==> src/rtl/core/peu_pkg.sv <==
package peu_pkg;

	localparam int FRAC_BITS = 16;
	localparam int DT_W      = 20;
	localparam int SOL_W     = 24;
	localparam int REG_W     = 32;
	localparam int IDX_W     = 3;

	localparam logic [FRAC_BITS:0] ONE_FX = (FRAC_BITS + 1)'(1) << FRAC_BITS;

	localparam logic [IDX_W-1:0] REG_DELTA_TIME     = 3'd0;
	localparam logic [IDX_W-1:0] REG_GRAVITY_X      = 3'd1;
	localparam logic [IDX_W-1:0] REG_GRAVITY_Y      = 3'd2;
	localparam logic [IDX_W-1:0] REG_START_COLOR    = 3'd3;
	localparam logic [IDX_W-1:0] REG_END_COLOR      = 3'd4;
	localparam logic [IDX_W-1:0] REG_SIZE_OVER_LIFE = 3'd5;

	typedef struct packed {
		logic signed [31:0] pos_x;
		logic signed [31:0] pos_y;
		logic signed [31:0] vel_x;
		logic signed [31:0] vel_y;
		logic signed [31:0] acc_x;
		logic signed [31:0] acc_y;
		logic signed [31:0] angle;
		logic signed [31:0] spin;
		logic signed [31:0] life_left;
		logic [30:0]        life_total;
		logic [30:0]        particle_size;
		logic               alive_in;
	} in_word_t;

	typedef struct packed {
		logic signed [31:0] new_pos_x;
		logic signed [31:0] new_pos_y;
		logic signed [31:0] new_vel_x;
		logic signed [31:0] new_vel_y;
		logic signed [31:0] new_angle;
		logic signed [31:0] new_life;
		logic [30:0]        new_size;
		logic [31:0]        rgba;
		logic               alive_out;
	} out_word_t;

	typedef struct packed {
		logic [DT_W-1:0]    delta_time;
		logic signed [31:0] gravity_x;
		logic signed [31:0] gravity_y;
		logic [31:0]        start_color;
		logic [31:0]        end_color;
		logic [SOL_W-1:0]   size_over_life;
	} cfg_t;

	typedef struct packed {
		logic signed [31:0] pos_x;
		logic signed [31:0] pos_y;
		logic signed [31:0] vel_x;
		logic signed [31:0] vel_y;
		logic signed [31:0] angle;
		logic signed [31:0] life;
		logic [30:0]        total;
		logic [30:0]        size;
		logic               alive;
		logic               skip;
	} mot_t;

	function automatic logic signed [31:0] sat32(input logic signed [47:0] v);
		logic signed [31:0] r;
		if (v > 48'sd2147483647) begin
			r = 32'sh7fffffff;
		end else if (v < -48'sd2147483648) begin
			r = 32'sh80000000;
		end else begin
			r = v[31:0];
		end
		return r;
	endfunction

endpackage

==> src/rtl/core/peu_div.sv <==
module peu_div (
	input  logic                      clk,
	input  logic                      arst_n,
	input  logic                      en,
	input  logic                      in_valid,
	input  peu_pkg::mot_t             mot_in,
	output logic                      div_valid,
	output logic [peu_pkg::FRAC_BITS:0] ratio,
	output peu_pkg::mot_t             mot_out
);
	import peu_pkg::*;

	logic                 fz0, fo0;
	logic [30:0]          rem0;

	logic [30:0]          rem_s  [FRAC_BITS];
	logic [FRAC_BITS-1:0] q_s    [FRAC_BITS];
	logic                 fz_s   [FRAC_BITS];
	logic                 fo_s   [FRAC_BITS];
	logic                 v_s    [FRAC_BITS];
	mot_t                 m_s    [FRAC_BITS];

	always_comb begin
		fz0  = !(mot_in.life > 0);
		fo0  = !fz0 && ((mot_in.total == 31'd0) || (mot_in.life[30:0] >= mot_in.total));
		rem0 = (fz0 || fo0) ? 31'd0 : mot_in.life[30:0];
	end

	for (genvar k = 0; k < FRAC_BITS; k++) begin : g_step
		logic [30:0]          prem;
		logic [FRAC_BITS-1:0] pq;
		logic                 pfz, pfo, pv;
		mot_t                 pm;
		logic [31:0]          trial;
		logic                 take;

		if (k == 0) begin : g_first
			assign prem = rem0;
			assign pq   = '0;
			assign pfz  = fz0;
			assign pfo  = fo0;
			assign pv   = in_valid;
			assign pm   = mot_in;
		end else begin : g_next
			assign prem = rem_s[k-1];
			assign pq   = q_s[k-1];
			assign pfz  = fz_s[k-1];
			assign pfo  = fo_s[k-1];
			assign pv   = v_s[k-1];
			assign pm   = m_s[k-1];
		end

		assign trial = {prem, 1'b0};
		assign take  = trial >= {1'b0, pm.total};

		always_ff @(posedge clk or negedge arst_n) begin
			if (!arst_n) begin
				v_s[k] <= 1'b0;
			end else if (en) begin
				v_s[k] <= pv;
			end
		end

		always_ff @(posedge clk) begin
			if (en) begin
				rem_s[k] <= take ? 31'(trial - {1'b0, pm.total}) : trial[30:0];
				q_s[k]   <= {pq[FRAC_BITS-2:0], take};
				fz_s[k]  <= pfz;
				fo_s[k]  <= pfo;
				m_s[k]   <= pm;
			end
		end
	end

	always_comb begin
		priority if (fo_s[FRAC_BITS-1]) begin
			ratio = ONE_FX;
		end else if (fz_s[FRAC_BITS-1]) begin
			ratio = '0;
		end else begin
			ratio = {1'b0, q_s[FRAC_BITS-1]};
		end
	end

	assign div_valid = v_s[FRAC_BITS-1];
	assign mot_out   = m_s[FRAC_BITS-1];

endmodule

==> config.mk <==
export PLATFORM = sky130hd
export DESIGN_NAME = peu_div
export DESIGN_NICKNAME = d
export VERILOG_FILES = /design/src/rtl/core/peu_pkg.sv /design/src/rtl/core/peu_div.sv
export SDC_FILE = /design/constraint.sdc
export NUM_CORES = 2
export LEC_CHECK = 0
export BUFFER_PORTS_ARGS = -buffer_cell sky130_fd_sc_hd__buf_2
export CORE_ASPECT_RATIO = 0.6
export CORE_MARGIN = 1.5
export CORE_UTILIZATION = 50
export CTS_CLUSTER_DIAMETER = 30
export DETAILED_ROUTE_END_ITERATION = 10
export GPL_TIMING_DRIVEN = 0
export PLACE_DENSITY = 0.69
export SETUP_SLACK_MARGIN = 0.15
export SYNTH_ARGS = -nofsm -noshare
export SYNTH_HDL_FRONTEND = slang
export SYNTH_MEMORY_MAX_BITS = 65536
export SYNTH_SLANG_ARGS = --single-unit
==> constraint.sdc <==
create_clock -name clk -period 3.4 [get_ports clk]
set_input_delay 0.85 -clock clk [delete_from_list [all_inputs] [get_ports clk]]
set_output_delay 0.85 -clock clk [all_outputs]
set_load 0.005 [all_outputs]
; ---- After elaboration in Yosys (flattened, before gate mapping)
; Memory sizes are Yosys's and may differ from the RTL's.
; Cells that the tools add are included.
[totals]
ram_bits = 4880
input_bits = 260
elab_cells = 81
regBits = 16
output_inout_bits = 274
romBits = 0
memories = 5
latch_bits = 0
[memory_table]
columns = name, depth, word_bits, read_ports, rd_clocked_by_memory_dff, write_ports, line_no
row1 = m_s, 16, 256, 16, 0, 16, peu_div.sv:21  ; mot_t m_s [FRAC_BITS];
row2 = rem_s, 16, 31, 15, 0, 16, peu_div.sv:16  ; logic [30:0] rem_s [FRAC_BITS];
row3 = q_s, 16, 16, 16, 0, 16, peu_div.sv:17  ; logic [FRAC_BITS-1:0] q_s [FRAC_BITS];
row4 = fo_s, 16, 1, 16, 0, 16, peu_div.sv:19  ; logic fo_s [FRAC_BITS];
row5 = fz_s, 16, 1, 16, 0, 16, peu_div.sv:18  ; logic fz_s [FRAC_BITS];
[op_classes]
add_sub_neg = 16
n_mul = 0
muxes = 21
reduce_logical = 5
shifts = 0
order_cmp = 18
bitwise_logic = 0
eq_ne = 0
n_div = 0
[ops]
columns = cell, n
row1 = 2-to-1 mux 31 bit, 17
row2 = >= comparator 32 x 31 -> 1 bit, 16
row3 = subtractor 31 bit, 16
row4 = "> comparator 32 x 1 -> 1 bit, second input constant", 1
row5 = >= comparator 31 bit, 1
row6 = zero test 31 bit, 1
row7 = 2-to-1 mux 17 bit, 1
row8 = 2-to-1 mux 16 bit, 1
row9 = logical OR 1 bit, 2
row10 = 2-to-1 mux 1 bit, 2
row11 = logical AND 1 bit, 1
row12 = zero test 1 bit, 1

; ---- Logic depth before layout (Yosys ltp)
[depth]
ltp_word = 7
mapped_depth = 25
mapped_depth_nobuf = 22

; ---- Worst setup path after synthesis
; Ideal clock, no wire load.
[synth_timing]
path_type = input-to-reg
start = input mot_in[34] (netlist name)
end = memory rem_s[0][27], data pin
arrival_ps = 5509
slack_ps = -2369
setup_ps = 260
n_path_buf = 4
required_ps = 3140
stages = 24
path_cell_list = inv_1 > ha_1 > nor2b_1 > o21a_1 > o21ai_0 > a21oi_1 > o41a_1 > o31ai_1 > o2bb2ai_1 > clkbuf_1 > and2_1 > ha_1 > clkbuf_1 > and3_1 > nand4_1 > or3_1 > o221ai_1 > nor2_1 > o21a_1 > o211ai_1 > a221o_1 > clkbuf_1 > buf_2 > mux2_2
[synth_rtl]
columns = item, line_no
row1 = "start, declared", peu_div.sv:6  ; input peu_pkg::mot_t mot_in,
row2 = "end, declared", peu_div.sv:16

==> impl_metrics.py <==
metrics = {
    "floorplanning": {
        "coreArea_sq_um": 345000,
        "die_y_um": 459,
        "die-area_sq_um": 351000,
        "ioPinCount": 534,
        "initial_core_util_pct": 50.3,
        "row_count": 167,
        "die_x_um": 764,
    },
    "layout": {
        "fin_area_sq_um": 216000,
        "syn_to_final_growth_pct": 24.5,
        "layout-drive-gt1-share_pct": 26.6,
        "fin_nets": 11900,
    },
    "route": {
        "met3WireLength_um": 30600,
        "routedWlPerCell_um": 21.7,
        "vias": 86000,
        "drc": 68,
        "finalWirelength_um": 351000,
        "highest_layer": "met5",
        "wl_met2_um": 141000,
        "drtIter0Drc": 8478,
        "viasPerCell": 5.31,
        "postRouteAntennaNets": 0,
        "met1Wirelength_um": 172000,
        "drtPass1Iterations": 11,
    },
    "outcome": {
        "violations": "design-rule violations, negative setup slack",
        "status": "finished with violations",
    },
    "run": {
        "cap_viol_max_count": 0,
    },
    "place": {
        "io_buffers": 533,
        "dp.final_hpwl_um": 212000,
        "finalWeightedCongestion": 0.925,
        "placed_cell_area_sq_um": 183000,
    },
    "worst_hold_path": {
        "worstHoldStart": "mot_in[196]",
        "hold_path_end": "m_s[0][196]$_DFFE_PP_",
        "hold_depth": 1,
        "hold_class": "in2reg",
    },
    "cts": {
        "clk_latency_ps": 940,
        "clk_pin_slew_ps": 70,
        "clockBufferDepth": 4,
        "cts_tree": "yes",
        "h-tree-depth": 6,
        "cts-buffers-inserted": 588,
        "root_buffer": "clkbuf_16",
        "cts.sink_count": 4745,
    },
    "setup_path": {
        "crit_slowest_cell": "a221o_2",
        "r2r_cells": 14,
        "r2r_end": "rem_s[0][86]$_DFFE_PP_",
        "path_class": "in2reg",
        "r2r-start": "m_s[0][291]$_DFFE_PP_",
        "worst-r2r-setup-slack_ps": -840,
        "cp-start-kind": "input pin",
        "cp-end-kind": "flip-flop",
        "cp.arrival_ps": 6170,
        "crit_fanout": 6,
        "crit_required_ps": 4040,
        "max_stage_delay_ps": 470,
        "crit_chain": "buf_12 > inv_4 > ha_4 > nand4_1 > nor4_2 > o41a_1 > o31ai_4 > buf_6 > o2bb2ai_4 > clkbuf_16 > and2_4 > fa_2 > a21oi_4 > o211ai_1 > a31oi_4 > o221ai_4 > nor2_4 > o21a_2 > o211ai_1 > a221o_2 > clkbuf_16 > buf_12 > mux2_4",
    },
    "synthesis": {
        "netlist_instances": 9383,
        "ys_top_cells_by_area": "edfxtp_1 82%, ha_1 3.8%, inv_1 1.3%, a21oi_1 1.3%, xnor2_1 1.1%",
        "synth.distinct_cells": 86,
        "synthesis.area_sq_um": 174000,
        "postSynth.asyncResetShare_pct": 0.337,
        "seq_area_frac_synth_pct": 82.0,
        "synth_edf_count": 4729,
        "synthMostInstantiatedCell": "edfxtp_1",
        "synth_top_area_cell": "edfxtp_1",
        "yosys.area.top_type_share_pct": 81.8,
        "synth.avg_cell_area_sq_um": 18.5,
        "ys_seq_elements": 4745,
        "ys_warn_count": 0,
        "synth_nets": 10200,
        "ys_dominant_reg_cell": "edfxtp_1",
        "yosys-top-cells-count": "4729 x edfxtp_1, 607 x inv_1, 526 x ha_1, 455 x a21oi_1, 339 x nand2_1",
    },
    "grt": {
        "antenna_found_initial": 30,
        "gr-total-overflow": 0,
        "grt_pass1_wl_um": 513000,
        "grt_use_total_pct": 19.2,
        "grt_max_degree": 193,
        "grt_pass1_vias": 83200,
    },
    "pwr": {
        "ir_drop_v": 0.00107,
        "powerDensity_nw_per_um2": 888,
        "p_leak_uw": 0.0803,
        "total_power_uw": 192000,
    },
    "sta": {
        "final-hold-violation-count": 0,
        "period_needed_ps": 5540,
        "tns_ps": -161610,
        "slew_violations": 0,
        "rsz0062_at_grt": "true",
        "tightest_slew_ps": 1190,
        "slew_headroom_pct": 20.7,
        "fin_ws_ps": -2140,
        "fmax_mhz": 181,
        "finalClockSkew_ps": 79.5,
        "setup_viol": 348,
        "finalCritPeriodShare_pct": 163,
    },
}
-- what timing repair did --
item | in CTS | in global routing
setup endpoints to repair | 2848 | 1348
cloned | 39 | 21
hold endpoints to repair | 88 | 0
resized for setup | 879 | 776
pin swaps | 174 | 244
buffers inserted | 248 | 165
hold buffers | 73 | 0
-- placed cells by master (no fill, tap or decap), types with 98 or more instances in the layout --
master	synthesis	layout
o21ai_2	0	98
mux2_4	0	131
edfxtp_1	4729	4729
xnor2_1	220	220
nand2_1	339	238
xor2_1	145	145
a21oi_1	455	385
o21ai_0	256	187
buf_2	32	521
nor2_1	329	265
ha_1	526	437
clkbuf_16	0	646
inv_1	607	569
a21o_1	200	196
buf_4	0	301
-- registers in the layout (all words and copies together) (netlist names) --
signal / flops
q_s: 136
fo_s: 16
fz_s: 16
g_step.pv: 15
m_s: 4096
div_valid: 1
rem_s: 465
-- per-layer routing --
metal  track usage [%]  vias up
met2              25.5     2854
met4              4.48       14
met5                 0        -
li1                  -    39800
met1              31.5    42700
met3              4.89      597
-- kinds of logic (layout without fill, tap and decap cells) --
| family | Yosys count | in the layout | share of synthesized area [%] |
|---|---|---|---|
| xor+xnor | 365 | 365 | 1.84 |
| compound gates | 1509 | 1509 | 5.54 |
| mux | 232 | 232 | 1.50 |
| simple gates | 1274 | 1274 | 3.55 |
| flops | 4745 | 4745 | 82.0 |
| other cells | 0 | 5 | 0 |
| buf+inv | 717 | 2888 | 1.59 |
| fa+ha+maj | 541 | 541 | 3.96 |
-- worst max-delay path by stage --
stage	end	cells past startpoint	start	slack [ps]
2_1_floorplan	rem_s[0][14]$_DFFE_PP_	23	mot_in[34]	-1780
3_3_place_gp	m_s[1][1380]$_DFFE_PP_	1	en	-72330
3_5_place_dp	rem_s[0][25]$_DFFE_PP_	21	mot_in[64]	-4200
4_1_cts	rem_s[0][23]$_DFFE_PP_	25	mot_in[34]	-1900
5_1_grt	rem_s[0][23]$_DFFE_PP_	24	mot_in[48]	-2200
6_report	rem_s[0][23]$_DFFE_PP_	23	mot_in[48]	-2140
-- where the power goes --
group          internal, uW  total (uW)  switching (uW)
logic                 24400       52200           27800
clock network         38300       63400           25100
registers             73000       76500            3560
total                136000      192000           56400
-- final cells by class --
cell class / count / area (sq um)
repair buffers: 1110 / 9790
diodes: 5 / 12.5
inverters: 610 / 2350
well taps: 4647 / 5810
multi-input cells: 3921 / 33900
plain buffers: 107 / 1710
fillers: 23900 / 129000
flip-flops and latches: 4745 / 142000
clock inverters: 405 / 5050
clock buffers: 656 / 15200
-- per-stage QoR --
| stage | worst slack (ps) | util, % | instances | hold WS, ps |
|---|---|---|---|---|
| after global routing | -2200 | 62.6 | 16200 | 21.6 |
| after CTS | -1900 | 61.2 | 16000 | 0.000777 |
| after floorplan | -1780 | - | 9383 | 400 |
| after detailed placement | -4200 | 53.1 | 14600 | 405 |
| after global placement | -72330 | 52.9 | 14600 | 400 |
| final | -2140 | 62.6 | 16200 | 79.7 |
-- critical path: cells and delay by family --
family                   cells  cell delay, ps
AO/OA/AOI/OAI               10            2400
adder cells (fa/ha/maj)      2             640
buffers and inverters        6             900
multiplexers                 1             300
AND/OR/NAND/NOR              4            1040
No activity file was read; power rests on OpenSTA's default activity.
